[config.mk]
export PLATFORM = sky130hd
export DESIGN_NAME = significand_multiply_normalize_flat
export DESIGN_NICKNAME = d
export VERILOG_FILES = /design/src/rtl/core/smn_pkg.sv /design/src/rtl/core/smn_if.sv /design/src/rtl/core/smn_datapath.sv /design/src/rtl/core/smn_ctrl.sv /design/src/rtl/core/significand_multiply_normalize.sv /design/src/flat_wrapper.sv
export SDC_FILE = /design/constraint.sdc
export NUM_CORES = 1
export LEC_CHECK = 0
export ABC_AREA = 1
export BUFFER_PORTS_ARGS = -buffer_cell sky130_fd_sc_hd__buf_2
export CORE_MARGIN = 2
export CORE_UTILIZATION = 35
export CTS_CLUSTER_DIAMETER = 80
export DETAILED_ROUTE_END_ITERATION = 12
export HOLD_SLACK_MARGIN = 0.06
export PLACE_DENSITY = 0.56
export REMOVE_ABC_BUFFERS = 1
export SYNTH_ARGS = -nofsm -noshare
export SYNTH_HDL_FRONTEND = slang
export SYNTH_SLANG_ARGS = --single-unit
[constraint.sdc]
create_clock -name clock -period 9.05 [get_ports clock]
set_input_delay 0 -clock clock [delete_from_list [all_inputs] [get_ports clock]]
set_output_delay 0 -clock clock [all_outputs]
set_load 0.02 [all_outputs]
[src/rtl/core/smn_pkg.sv]
`timescale 1ns / 1ps
`default_nettype none

package smn_pkg;

   localparam int WORD_W      = 64;
   localparam int SHIFT_W     = 7;
   localparam int CNT_W       = 6;
   localparam int COARSE_STEP = 8;

   localparam logic [CNT_W-1:0]   MUL_LAST    = CNT_W'(WORD_W - 1);
   localparam logic [SHIFT_W-1:0] COARSE_INC  = SHIFT_W'(COARSE_STEP);
   localparam logic [SHIFT_W-1:0] FINE_INC    = SHIFT_W'(1);

   typedef enum logic [1:0] {
      ST_IDLE,
      ST_MUL,
      ST_NORM,
      ST_FINISH
   } state_type;

   typedef struct packed {
      logic load;
      logic mul_step;
      logic norm_step;
      logic out_load;
   } cmd_type;

   typedef struct packed {
      logic top_set;
      logic zero;
   } status_type;

endpackage

`default_nettype wire

[src/rtl/core/smn_if.sv]
`timescale 1ns / 1ps
`default_nettype none

interface smn_req_if;
   import smn_pkg::*;
   logic              valid;
   logic              ready;
   logic [WORD_W-1:0] multiplicand;
   logic [WORD_W-1:0] multiplier;

   modport source (output valid, output multiplicand, output multiplier, input ready);
   modport sink   (input valid, input multiplicand, input multiplier, output ready);
endinterface

interface smn_rsp_if;
   import smn_pkg::*;
   logic               valid;
   logic               ready;
   logic [WORD_W-1:0]  product_high;
   logic [WORD_W-1:0]  product_low;
   logic               top_bit_set;
   logic [SHIFT_W-1:0] extra_shift;

   modport source (output valid, output product_high, output product_low,
                   output top_bit_set, output extra_shift, input ready);
   modport sink   (input valid, input product_high, input product_low,
                   input top_bit_set, input extra_shift, output ready);
endinterface

`default_nettype wire

[src/rtl/core/smn_datapath.sv]
`timescale 1ns / 1ps
`default_nettype none

module smn_datapath
   import smn_pkg::*;
(
   input  wire                 clock,
   input  wire                 reset,
   input  wire  cmd_type       cmd,
   input  wire  [WORD_W-1:0]   multiplicand,
   input  wire  [WORD_W-1:0]   multiplier,
   output status_type          status,
   output logic [WORD_W-1:0]   product_high,
   output logic [WORD_W-1:0]   product_low,
   output logic                top_bit_set,
   output logic [SHIFT_W-1:0]  extra_shift
);

   logic [WORD_W-1:0]  hi_ff, hi_in;
   logic [WORD_W-1:0]  lo_ff, lo_in;
   logic [WORD_W-1:0]  mcand_ff, mcand_in;
   logic               zero_ff, zero_in;
   logic [SHIFT_W-1:0] nshift_ff, nshift_in;
   logic [WORD_W-1:0]  out_hi_ff, out_hi_in;
   logic [WORD_W-1:0]  out_lo_ff, out_lo_in;
   logic               out_flag_ff, out_flag_in;
   logic [SHIFT_W-1:0] out_shift_ff, out_shift_in;
   logic [WORD_W:0]    sum;

   // add the multiplicand when the current multiplier bit is set
   assign sum = {1'b0, hi_ff} + (lo_ff[0] ? {1'b0, mcand_ff} : {(WORD_W+1){1'b0}});

   always_comb begin
      hi_in        = hi_ff;
      lo_in        = lo_ff;
      mcand_in     = mcand_ff;
      zero_in      = zero_ff;
      nshift_in    = nshift_ff;
      out_hi_in    = out_hi_ff;
      out_lo_in    = out_lo_ff;
      out_flag_in  = out_flag_ff;
      out_shift_in = out_shift_ff;
      if (cmd.load) begin
         hi_in     = '0;
         lo_in     = multiplier;
         mcand_in  = multiplicand;
         zero_in   = (multiplicand == '0) || (multiplier == '0);
         nshift_in = '0;
      end else if (cmd.mul_step) begin
         hi_in = sum[WORD_W:1];
         lo_in = {sum[0], lo_ff[WORD_W-1:1]};
      end else if (cmd.norm_step) begin
         // coarse step while the top byte is clear, then single bits
         if (hi_ff[WORD_W-1 -: COARSE_STEP] == '0) begin
            {hi_in, lo_in} = {hi_ff, lo_ff} << COARSE_STEP;
            nshift_in      = nshift_ff + COARSE_INC;
         end else begin
            {hi_in, lo_in} = {hi_ff, lo_ff} << 1;
            nshift_in      = nshift_ff + FINE_INC;
         end
      end
      if (cmd.out_load) begin
         out_hi_in    = hi_ff;
         out_lo_in    = lo_ff;
         out_flag_in  = !zero_ff && (nshift_ff == '0);
         out_shift_in = (zero_ff || nshift_ff == '0) ? '0 : nshift_ff - FINE_INC;
      end
   end

   always_ff @(posedge clock) begin
      hi_ff        <= hi_in;
      lo_ff        <= lo_in;
      mcand_ff     <= mcand_in;
      zero_ff      <= zero_in;
      nshift_ff    <= nshift_in;
      out_hi_ff    <= out_hi_in;
      out_lo_ff    <= out_lo_in;
      out_flag_ff  <= out_flag_in;
      out_shift_ff <= out_shift_in;
   end

   assign status.top_set = hi_ff[WORD_W-1];
   assign status.zero    = zero_ff;

   assign product_high = out_hi_ff;
   assign product_low  = out_lo_ff;
   assign top_bit_set  = out_flag_ff;
   assign extra_shift  = out_shift_ff;

`ifndef SYNTHESIS
   a_norm_not_done: assert property (@(posedge clock) disable iff (reset)
      cmd.norm_step |-> !hi_ff[WORD_W-1])
      else $error("normalize step issued on an already normalized product");
   a_out_normalized: assert property (@(posedge clock) disable iff (reset)
      cmd.out_load && !zero_ff |=> out_hi_ff[WORD_W-1])
      else $error("nonzero result leaves without its top bit set");
   a_out_zero: assert property (@(posedge clock) disable iff (reset)
      cmd.out_load && zero_ff |=> out_hi_ff == '0 && out_lo_ff == '0 && !out_flag_ff)
      else $error("zero operand did not give a zero result");
`endif

endmodule

`default_nettype wire

[src/rtl/core/smn_ctrl.sv]
`timescale 1ns / 1ps
`default_nettype none

module smn_ctrl
   import smn_pkg::*;
(
   input  wire         clock,
   input  wire         reset,
   input  wire         req_valid,
   output logic        req_ready,
   output logic        rsp_valid,
   input  wire         rsp_ready,
   input  wire  status_type status,
   output cmd_type     cmd
);

   state_type          state_ff, state_in;
   logic [CNT_W-1:0]   cnt_ff, cnt_in;
   logic               out_valid_ff, out_valid_in;
   logic               out_free;

   assign out_free = !out_valid_ff || rsp_ready;

   always_comb begin
      state_in = state_ff;
      case (state_ff)
         ST_IDLE: begin
            if (req_valid) state_in = ST_MUL;
         end
         ST_MUL: begin
            if (cnt_ff == MUL_LAST) state_in = status.zero ? ST_FINISH : ST_NORM;
         end
         ST_NORM: begin
            if (status.top_set) state_in = ST_FINISH;
         end
         ST_FINISH: begin
            if (out_free) state_in = ST_IDLE;
         end
         default: state_in = ST_IDLE;
      endcase
   end

   always_comb begin
      req_ready = 1'b0;
      cmd       = '0;
      case (state_ff)
         ST_IDLE:   begin
            req_ready = 1'b1;
            cmd.load  = req_valid;
         end
         ST_MUL:    cmd.mul_step  = 1'b1;
         ST_NORM:   cmd.norm_step = !status.top_set;
         ST_FINISH: cmd.out_load  = out_free;
         default:   cmd = '0;
      endcase
   end

   // iteration count for the multiply loop
   assign cnt_in = (state_ff == ST_MUL) ? cnt_ff + 1'b1 : '0;

   assign out_valid_in = cmd.out_load ? 1'b1 : (rsp_ready ? 1'b0 : out_valid_ff);
   assign rsp_valid    = out_valid_ff;

   always_ff @(posedge clock) begin
      if (reset) begin
         state_ff     <= ST_IDLE;
         cnt_ff       <= '0;
         out_valid_ff <= 1'b0;
      end else begin
         state_ff     <= state_in;
         cnt_ff       <= cnt_in;
         out_valid_ff <= out_valid_in;
      end
   end

`ifndef SYNTHESIS
   a_accept_starts_mul: assert property (@(posedge clock) disable iff (reset)
      req_valid && req_ready |=> state_ff == ST_MUL && cnt_ff == '0)
      else $error("accepted word did not start the multiply loop");
   a_no_overwrite: assert property (@(posedge clock) disable iff (reset)
      cmd.out_load |-> !out_valid_ff || rsp_ready)
      else $error("output register overwritten while still pending");
   a_mul_exit: assert property (@(posedge clock) disable iff (reset)
      state_ff == ST_MUL && cnt_ff == MUL_LAST |=> state_ff == ST_NORM || state_ff == ST_FINISH)
      else $error("multiply loop ran past its last bit");
`endif

endmodule

`default_nettype wire

[src/rtl/core/significand_multiply_normalize.sv]
`timescale 1ns / 1ps
`default_nettype none

// Unsigned 64x64 significand multiply with normalization. Each request word carries
// two 64-bit operands; the response word holds the full 128-bit product shifted left
// until bit 127 is set, a flag that is 1 when the raw product was already normalized,
// and the leading-zero count minus one otherwise. A zero operand gives an all-zero
// response. One request is in flight at a time: the accept, the shift-add multiply loop
// over all 64 multiplier bits (one multiplier bit per cycle through a 65-bit adder),
// the normalize state (up to 22 shifts, 8 bits while the top byte is clear, then
// single bits, ending when bit 127 is seen set; skipped for a zero operand) and the
// load of the output register. The load waits while the output register still
// holds an untaken response. The output register holds a finished response while
// the next request is already taken and worked on.
module significand_multiply_normalize
   import smn_pkg::*;
(
   input  wire       clock,
   input  wire       reset,
   smn_req_if.sink   req_chan,
   smn_rsp_if.source rsp_chan
);

   cmd_type    cmd;
   status_type status;
   logic       req_ready;
   logic       rsp_valid;

   // sequencer: owns the handshakes, the loop count and the response valid
   smn_ctrl u_ctrl (
      .clock     (clock),
      .reset     (reset),
      .req_valid (req_chan.valid),
      .req_ready (req_ready),
      .rsp_valid (rsp_valid),
      .rsp_ready (rsp_chan.ready),
      .status    (status),
      .cmd       (cmd)
   );

   // operand, product and output registers
   smn_datapath u_datapath (
      .clock        (clock),
      .reset        (reset),
      .cmd          (cmd),
      .multiplicand (req_chan.multiplicand),
      .multiplier   (req_chan.multiplier),
      .status       (status),
      .product_high (rsp_chan.product_high),
      .product_low  (rsp_chan.product_low),
      .top_bit_set  (rsp_chan.top_bit_set),
      .extra_shift  (rsp_chan.extra_shift)
   );

   assign req_chan.ready = req_ready;
   assign rsp_chan.valid = rsp_valid;

endmodule

`default_nettype wire

[src/flat_wrapper.sv]
// flat-port wrapper written by rule: the top's interface ports become plain ports
module significand_multiply_normalize_flat import smn_pkg::*;
  (clock, reset, req_chan_valid, req_chan_multiplicand, req_chan_multiplier, req_chan_ready, rsp_chan_valid, rsp_chan_product_high, rsp_chan_product_low, rsp_chan_top_bit_set, rsp_chan_extra_shift, rsp_chan_ready);
  smn_req_if req_chan_i ();
  smn_rsp_if rsp_chan_i ();
  input  wire clock;
  input  wire reset;
  input wire logic [$bits(req_chan_i.valid)-1:0] req_chan_valid;
  input wire logic [$bits(req_chan_i.multiplicand)-1:0] req_chan_multiplicand;
  input wire logic [$bits(req_chan_i.multiplier)-1:0] req_chan_multiplier;
  output wire logic [$bits(req_chan_i.ready)-1:0] req_chan_ready;
  output wire logic [$bits(rsp_chan_i.valid)-1:0] rsp_chan_valid;
  output wire logic [$bits(rsp_chan_i.product_high)-1:0] rsp_chan_product_high;
  output wire logic [$bits(rsp_chan_i.product_low)-1:0] rsp_chan_product_low;
  output wire logic [$bits(rsp_chan_i.top_bit_set)-1:0] rsp_chan_top_bit_set;
  output wire logic [$bits(rsp_chan_i.extra_shift)-1:0] rsp_chan_extra_shift;
  input wire logic [$bits(rsp_chan_i.ready)-1:0] rsp_chan_ready;
  assign req_chan_i.valid = req_chan_valid;
  assign req_chan_i.multiplicand = req_chan_multiplicand;
  assign req_chan_i.multiplier = req_chan_multiplier;
  assign req_chan_ready = req_chan_i.ready;
  assign rsp_chan_valid = rsp_chan_i.valid;
  assign rsp_chan_product_high = rsp_chan_i.product_high;
  assign rsp_chan_product_low = rsp_chan_i.product_low;
  assign rsp_chan_top_bit_set = rsp_chan_i.top_bit_set;
  assign rsp_chan_extra_shift = rsp_chan_i.extra_shift;
  assign rsp_chan_i.ready = rsp_chan_ready;
  significand_multiply_normalize u_core (.clock(clock), .reset(reset), .req_chan(req_chan_i), .rsp_chan(rsp_chan_i));
endmodule
# Word level (Yosys, flattened, before mapping)
# Index checks and enable logic that the tools add are counted.
# totals
ff_bits	345
inputBits	132
wordCells	67
# op_classes
n_eq_ne	8
reduce_logical	18
n_addsub	5
mux	22
bitwise_logic	2
# op_table
cell	n
$mux W64	8
$logic_not A64 Y1	2
$add A64 B65 Y65	1
$logic_not A8 Y1	1
$mux W1	8
$mux W2	4
$ne A2 B2 Y1 const B	4
$pmux W2 S4	1
$add A7 B1 Y7 const B	1
$add A7 B4 Y7 const B	1
$logic_not A7 Y1	1
$mux W7	1
$sub A7 B1 Y7 const B	1
$add A6 B1 Y6 const B	1
$eq A6 B6 Y1 const B	1
$eq A2 B2 Y1 const B	2
$reduce_and A4 Y1	1
$reduce_bool A2 Y1	2
$logic_not A1 Y1	3
$logic_or A1 B1 Y1	3
$reduce_bool A3 Y1	1
$eq A2 B1 Y1 const B	1
$logic_not A2 Y1	1
$not A1 Y1	2
other kinds (3)	3

# Depth between registers and ports, before layout
# Gate-level depths: netlist of the first run.
# depth
depth_word	5
mapped_depth	19

# Modules after synthesis
# From an unflattened synthesis of the first run, not the netlist that was laid out.
# unflattened
hier_cells	2757
hier_area_um2	20811.2
# modules_own_cells
mod	n_inst	area_per_inst_um2	cells_each
smn_datapath	1	20315.7	2687
smn_ctrl	1	495.5	70

# Worst setup path before layout of the first run
# OpenSTA, ideal clock, no wires.
# synth_timing
path_kind	register to register
from	register u_core.u_ctrl.state_ff[0]
to	register u_core.u_datapath.out_shift_ff[0] (netlist: u_core.u_datapath.extra_shift[0]), enable pin
synth_period_minus_slack_ns	7.804
arrival_ns	7.128
t_required_ns	8.373
n_path_buf	0
slack_ns	1.246
stages_incl_launch_ff	4
path_cell_list	dfxtp_1 ha_1 inv_1 a21oi_1
# synth_rtl
element	line_no	source
start, declared	smn_ctrl.sv:17	state_type state_ff, state_in;
start signal, assigned	smn_ctrl.sv:70	state_ff <= state_in;
end signal, assigned	smn_datapath.sv:79	out_shift_ff <= out_shift_in;
end, declared	smn_datapath.sv:27	logic [SHIFT_W-1:0] out_shift_ff, out_shift_in;

# Final worst setup path of the first run
# layout_timing
from	register u_core.u_datapath.lo_ff[0]
to	register u_core.u_datapath.hi_ff[45]
# layout_via
elab_chain_len	3
# layout_rtl
element	line_no	source
start, declared	smn_datapath.sv:20	logic [WORD_W-1:0] lo_ff, lo_in;
start signal, assigned	smn_datapath.sv:72	lo_ff <= lo_in;
$mux W64	smn_datapath.sv:31	assign sum = {1'b0, hi_ff} + (lo_ff[0] ? {1'b0, mcand_ff} : {(WORD_W+1){1'b0}});
$add A64 B65 Y65	smn_datapath.sv:31	
$mux W64	smn_datapath.sv:49	end else if (cmd.mul_step) begin
end signal, assigned	smn_datapath.sv:71	hi_ff <= hi_in;
end, declared	smn_datapath.sv:19	logic [WORD_W-1:0] hi_ff, hi_in;
# Every way passes these cells.
# A chain may end at the register's enable or synchronous reset.

==> summary.md, run 1 <==
| Metric | Value |
|---|---|
| Status | `completed` |
| CP Class | `reg -> reg` |
| Slew margin rel. | `between 20% and 30%` |
| Synth async-reset ratio | `0%` |
| Routed vias/inst | `approximately 5` |
| Dpl hpwl | `57,040 um` |
| Slew @ Worst Pin | `~1.2 ns` |
| CTS buffer count | `a little over 40` |
| Post-synth top area share | `38.26%` |
| Total Wirelength | `~76,000 um` |
| Core Util, Final | `43.44%` |
| Setup violations, final | `0` |
| Fin. max-slew vios | `0` |
| Clock tree from TritonCTS | `built` |
| Crit end category | `flip-flop` |
| Initial antenna violation count | `8` |
| Worst EP arrival | `roughly 4.2 ns` |
| Minimum period implied by the final worst setup slack | `3.677 ns` |
| Leakage power | `roughly 0.012 uW` |
| GRT Residual Overflow | `0` |
| Slowest CP cell | `edfxtp_1` |
| R2r setup slk | `about 5.4 ns` |
| Flip-flop and latch area | `about 0.0096 mm2` |
| Syn Area/Cell | `between 7 and 8 um2` |
| Post-route ant nets | `0` |
| Die width | `roughly 250 um` |
| Synth top area cells | `edfxtp_1 (38%), nand2_1 (16%), inv_1 (8.1%)` |
| Predominant post-synthesis flop cell | `edfxtp_1` |
| Crit-path max FO | `41` |
| Worst hold-check path type | `in -> reg` |
| Final RePlAce weighted congestion | `just over 0.9` |
| Final #Nets | `around 3.3k` |
| Num ports | `between 200 and 300` |
| H-Tree Depth | `2` |
| Clock-pin slew on the worst setup and hold paths | `0.06 ns` |
| Remaining DRCs | `0` |
| RR Startpoint | `u_core.u_datapath.lo_ff[0]` |
| Worst-Skew Late Latency | `~0.6 ns` |
| Reg2reg end | `u_core.u_datapath.hi_ff[45]` |
| Layout cells sized above 1 | `13.46%` |
| Fillers | `5,972` |
| Number of global-route vias before repair | `about 19k` |
| Clock buffer depth | `3` |
| Commonest non-fill, non-tap cell in the layout | `nand2_1` |
| Final worst-path cycle share | `about two fifths` |
| CP required | `~9.5 ns` |
| Overall routing resource usage | `approximately 24%` |
| Hold WS | `around 0.15 ns` |
| Fin. Hold Viols | `0` |
| CORE AREA | `0.05891 mm2` |
| CP Launch Type | `flip-flop` |
| Cell mode on critical path | `nand2_1` |
| Synthesized area | `about 0.021 mm2` |
| Crit-path leading delay family | `simple AND/OR/NAND/NOR gates` |
| Peak supply drop | `about 0.16 mV` |
| Sink Count | `approximately 350` |
| Critical Path Max Stage Delay | `~0.90 ns` |
| Most frequent cells in the layout | `nand2_1 (904), inv_1 (445), buf_2 (269)` |
| Area of the multi-input gates | `between 0.009 and 0.01 mm2` |
| Seq/Total Area, Yosys | `45.96%` |
| Dpl ws | `5.403 ns` |
| Num rows | `a little under 90` |
| Final Skew | `about 0.037 ns` |
| Pin count of the biggest net entering global routing | `a little under 90` |
| Cells after Synth | `between 2k and 3k` |
| RSZ-0062 raised after global routing | `false` |
| Unique masters post-synth | `between 40 and 50` |
| Routed vias | `a little under 20k` |
| Hold Path End | `u_core.u_datapath.mcand_ff[54]` |
| Total negative slack | `0 ns` |
| Height of the chip | `roughly 250 um` |
| Average wire per standard cell | `19.17 um` |
| Die Area | `just over 0.06 mm2` |
| First-pass GRT wire length | `approximately 110,000 um` |
| Hold depth | `2` |
| CP bufs+invs | `2` |
| Crit path cell chain | `buf_4 > nand2_1 > inv_1 > ha_1 > fa_1 > nand3_1 > nand3_2 > nand2_1 > nand2_1 > nand2_1 > nand2_2 > nand2_1 > nand2_1 > nand2_1 > nand3_1 > nand3_1 > a21oi_1` |
| Post-synth top area cell | `edfxtp_1` |
| Hold_sp | `req_chan_multiplicand[54]` |
| Post-synth EDFFs | `about 270` |
| Cts repair resizes | `0` |
| DRT Pass-1 Iters | `6` |
| Number of DRC markers in iteration 0 | `between 1.5k and 2k` |
| Maxcap violations | `0` |
| Setup WS post-layout | `~5.4 ns` |
| IO Port Bufs | `roughly 270` |
| F_max | `~0.27 GHz` |
| Starting Density | `about a third` |
| Number of synthesized register bits | `between 300 and 400` |
| Worst r2r path cells | `17` |
| Power per cell area | `338.2 mW/mm2` |
| YS warnings | `0` |
| Root Driver | `clkbuf_16` |
| Area grow syn2layout | `23.04%` |
[synth_stat cells (4+ instances only)]
master	number
o21ai_0	159
buf_1	9
clkbuf_1	55
ha_1	74
nand2_1	905
inv_1	447
a211oi_1	10
nand3b_1	7
o211ai_1	52
nor3_2	6
nor2_1	181
nand4_1	14
nand3_1	159
edfxtp_1	265
o21a_1	4
nor2_2	21
xor2_1	16
inv_2	9
dfxtp_1	80
nor4_1	37
buf_2	21
nor3_1	17
nand2_2	24
buf_4	5
a31oi_1	25
o31ai_1	4
nand3_2	6
o21ai_1	6
a21oi_1	120
[sequential cells by signal, summed over array words and instances (netlist names)]
register,flops
u_core.u_datapath.hi_ff,64
u_core.u_datapath.lo_ff,64
u_core.u_datapath.mcand_ff,64
u_core.u_datapath.product_high,64
u_core.u_datapath.product_low,64
u_core.u_datapath.extra_shift,7
u_core.u_datapath.nshift_ff,7
u_core.u_ctrl.cnt_ff,6
u_core.u_ctrl.state_ff,2
u_core.u_ctrl.rsp_valid,1
u_core.u_datapath.top_bit_set,1
u_core.u_datapath.zero_ff,1
[power breakdown]
part / switching [uW] / leakage, uW / total, uW / internal, uW
logic: 2780 / 0.00839 / 4010 / 1240
clock network: 692 / 0.000674 / 1690 / 995
registers: 553 / 0.00316 / 2950 / 2400
[logic make-up (layout without fill, tap and decap cells)]
family	Yosys count	after routing	synth area share, %
flip-flops	345	345	45.96
adder cells (fa/ha/maj)	75	75	4.548
XOR/XNOR	16	16	0.6737
buffers and inverters	548	948	10.11
AND/OR/NAND/NOR	1388	1388	28.02
AO/OA/AOI/OAI	394	394	10.69
other	0	5	0
[layer usage]
| layer | part of all wire [%] | vias to the layer above | global-route usage (%) |
|---|---|---|---|
| met1 | 45 | 9371 | 33.63 |
| met4 | 2.3 | 8 | 6.305 |
| met2 | 46 | 691 | 39.99 |
| met5 | 0.062 | - | 0 |
| met3 | 6.8 | 104 | 4.055 |
| li1 | - | 9726 | - |
[stage by stage]
stage,cells,power (uW),instance area (um2)
5_1_grt,3941,9289,25580
3_5_place_dp,3731,6896,22870
2_1_floorplan,2676,5487,20420
6_report,3944,8656,25590
3_3_place_gp,3731,6853,22870
4_1_cts,3939,8673,25580
[how the worst max path moves through the flow]
stage | cells after the start | slack [ns] | startpoint | endpoint
4_1_cts | 17 | 5.35 | u_core.u_datapath.lo_ff[0] | u_core.u_datapath.hi_ff[45]
6_report | 17 | 5.37 | u_core.u_datapath.lo_ff[0] | u_core.u_datapath.hi_ff[45]
3_3_place_gp | 17 | 5.47 | u_core.u_datapath.lo_ff[0] | u_core.u_datapath.hi_ff[45]
2_1_floorplan | 3 | 1.25 | u_core.u_ctrl.state_ff[0] | u_core.u_datapath.extra_shift[0]
3_5_place_dp | 17 | 5.40 | u_core.u_datapath.lo_ff[0] | u_core.u_datapath.hi_ff[45]
5_1_grt | 17 | 5.02 | u_core.u_datapath.lo_ff[0] | u_core.u_datapath.hi_ff[45]
[layout make-up]
type,instances,area share [%]
sequential,345,37.35
clock inverter,21,1.027
antenna,5,0.04889
tap,773,3.779
inverter,458,6.747
clock buffer,55,4.376
timing repair buffer,414,10.81
multi-input combinational,1873,35.86
[timing repair]
item,in CTS,in global routing
hold buffers,132,0
buffers inserted,0,0
hold endpoints to repair,137,0
No activity file was read; power rests on OpenSTA's default activity.
==> run 2, diff against run 1 <==
- PLACE_DENSITY: 0.56 -> 0.58
- clock period: 9.05 -> 3 ns (I/O delays scaled with it)
==> run 2 against run 1 <==
  * Cell count increased by 0.81%
  * Hold slack improved by 0.019 ns
  * Sequential share of layout area decreased by 0.44 points
  * Combinational power increased to 3.2 times the previous value
  * Via count about the same
  * Clock power increased to 2.8 times the previous value
  * Die area unchanged
  * Largest cell class unchanged
  * Highest routed layer unchanged
==> summary.md, run 2 (synthesis gave the netlist of run 1 again) <==
| Metric | Value |
|---|---|
| Status | `completed` |
| Clock buffer depth | `3 (unchanged)` |
| Hold_sp | `req_chan_multiplicand[7]` |
| Root Driver | `clkbuf_16` |
| Routed vias | `19.91k (+0.025%)` |
| Total Wirelength | `76,350 um (+0.97%)` |
| F_max | `0.3528 GHz (+30%)` |
| Worst-Skew Late Latency | `0.57 ns (-0.02 ns)` |
| RR Startpoint | `u_core.u_datapath.lo_ff[0]` |
| First-pass GRT wire length | `114,700 um (+0.99%)` |
| DRT Pass-1 Iters | `6 (unchanged)` |
| Final RePlAce weighted congestion | `0.9839 (+5.5%)` |
| Routed vias/inst | `5.006 (-0.78%)` |
| Final Skew | `0.01965 ns (-0.01776 ns)` |
| Layout cells sized above 1 | `14.62% (+1.2 points)` |
| CP Class | `reg -> reg` |
| CP required | `3.49 ns (-6.05 ns)` |
| Worst hold-check path type | `in -> reg` |
| Crit path cell chain | `buf_12 > nand2_1 > inv_1 > ha_1 > nand2_2 > nor2_1 > inv_1 > nor2_1 > nand2_1 > inv_1 > nand3_1 > nand3_1 > nand3_1 > a21oi_1` |
| Final worst-path cycle share | `94.47% (+54 points)` |
| Crit-path max FO | `44 (+7.3%)` |
| Critical Path Start | `u_core.u_datapath.lo_ff[0]` |
| Overall routing resource usage | `24.80% (+0.33 points)` |
| Pin count of the biggest net entering global routing | `127 (+44%)` |
| Worst EP arrival | `3.32 ns (-0.85 ns)` |
| IO Port Bufs | `269 (unchanged)` |
| Average wire per standard cell | `19.20 um (+0.16%)` |
| CORE AREA | `0.05891 mm2 (unchanged)` |
| Commonest non-fill, non-tap cell in the layout | `nand2_1` |
| Num rows | `89 (unchanged)` |
| Number of DRC markers in iteration 0 | `1,667 (+7.0%)` |
| Highest routed layer | `met5` |
| Flip-flop and latch area | `0.009559 mm2 (unchanged)` |
| Crit end category | `flip-flop` |
| Num ports | `270 (unchanged)` |
| Fin. Hold Viols | `0 (unchanged)` |
| Fin. max-slew vios | `0 (unchanged)` |
| Starting Density | `35.31% (unchanged)` |
| Leakage power | `0.01239 uW (+1.4%)` |
| GRT Residual Overflow | `0 (unchanged)` |
| CTS buffer count | `40 (-2.4%)` |
| WL met1 | `32,570 um (-3.6%)` |
| Minimum period implied by the final worst setup slack | `2.834 ns (-0.8431 ns)` |
| Peak supply drop | `0.6320 mV (+290%)` |
| Most frequent cells in the layout | `nand2_1 (899), inv_1 (445), buf_2 (269)` |
| Area of the multi-input gates | `0.009209 mm2 (+0.34%)` |
| Number of global-route vias before repair | `19.27k (+0.86%)` |
| Initial antenna violation count | `7 (-1)` |
| Wire length on met3 | `6725 um (+31%)` |
| Maxcap violations | `0 (unchanged)` |
| Remaining DRCs | `0 (unchanged)` |
| Wire length on met2 | `34,120 um (-2.2%)` |
| Height of the chip | `247.8 um (unchanged)` |
| Clock-pin slew on the worst setup and hold paths | `0.06 ns (about the same)` |
| Post-route ant nets | `0 (unchanged)` |
| Die width | `247.8 um (unchanged)` |
| Area grow syn2layout | `24.50%` |
| Critical Path Max Stage Delay | `0.43 ns (-0.47 ns)` |
| Slew margin rel. | `38.32% (+16 points)` |
| Power Total | `26,260 uW (+200%)` |
| H-Tree Depth | `2 (unchanged)` |
| Slew @ Worst Pin | `0.9252 ns (-0.2405 ns)` |
| Sink Count | `345 (unchanged)` |
| Dpl hpwl | `56,880 um (-0.29%)` |
| Setup violations, final | `0 (unchanged)` |
| Power per cell area | `1014 mW/mm2 (+200%)` |
| Layout Cells excl Fill | `3,976 (+0.81%)` |
| Clock tree from TritonCTS | `built` |
| Placed insts | `3,769 (+1.0%)` |
| Slowest CP cell | `edfxtp_1` |
| Fillers | `5,957 (-0.25%)` |
| Final #Nets | `3,377 (+1.1%)` |
| Die Area | `0.06139 mm2 (unchanged)` |
| CP Launch Type | `flip-flop` |
[run 2: per-layer routing]
metal / up-vias / global-route usage (%)
met2: 699 / 39.33
met3: 150 / 6.218
met5: - / 0
li1: 9837 / -
met4: 8 / 9.052
met1: 9211 / 32.72
[run 2: where the power goes]
part / switching [uW] / internal, uW / total (uW)
Combinational: 8670 / 4150 / 12800
Sequential: 1450 / 7220 / 8670
Clock: 2060 / 2710 / 4770
[run 2: critical path: cells and delay by family (launching register included)]
kind	cells	cell delay, ns
flip-flops	1	0.43
buffers and inverters	4	0.46
adder cells (fa/ha/maj)	1	0.42
AO/OA/AOI/OAI	1	0.13
AND/OR/NAND/NOR	8	1.30
[run 2: cell type report]
cell class,instances,share of cell area (%)
sequential,345,36.92
tap,773,3.735
inverter,458,6.668
multi-input combinational,1873,35.56
clock inverter,16,0.5992
timing repair buffer,452,12.31
clock buffer,57,4.189
antenna,2,0.01933
[run 2: worst paths after layout]
path                            cells after the start  slack [ns]                       endpoint
worst min-delay path                                2        0.17  u_core.u_datapath.mcand_ff[7]
worst min register to register                      1        0.45        u_core.u_ctrl.cnt_ff[0]
worst max-delay path                               14        0.17    u_core.u_datapath.hi_ff[48]
worst max register to register                     14        0.17    u_core.u_datapath.hi_ff[48]
[run 2: through the flow]
stage | cell area (um2) | hold WS, ns | worst slack (ns) | TNS (ns) | util, %
6_report | 25890 | 0.1675 | 0.1658 | 0 | 43.96
5_1_grt | 25890 | 0.1667 | -0.01263 | -0.01263 | 43.96
4_1_cts | 25860 | 0.1352 | 0.05103 | 0 | 43.90
3_5_place_dp | 23300 | 0.1936 | 0.07733 | 0 | 39.55
3_3_place_gp | 23300 | 0.1948 | 0.1152 | 0 | 39.55
2_1_floorplan | 20420 | 0.06907 | -4.804 | -1325.04 | -
[run 2: repair_timing]
| action | in CTS | in global routing |
|---|---|---|
| buffers inserted | 0 | 0 |
| resized for setup | 0 | 11 |
| hold buffers | 132 | 0 |
| endpoints found under the setup margin | 0 | 13 |
| endpoints found under the hold margin | 141 | 0 |
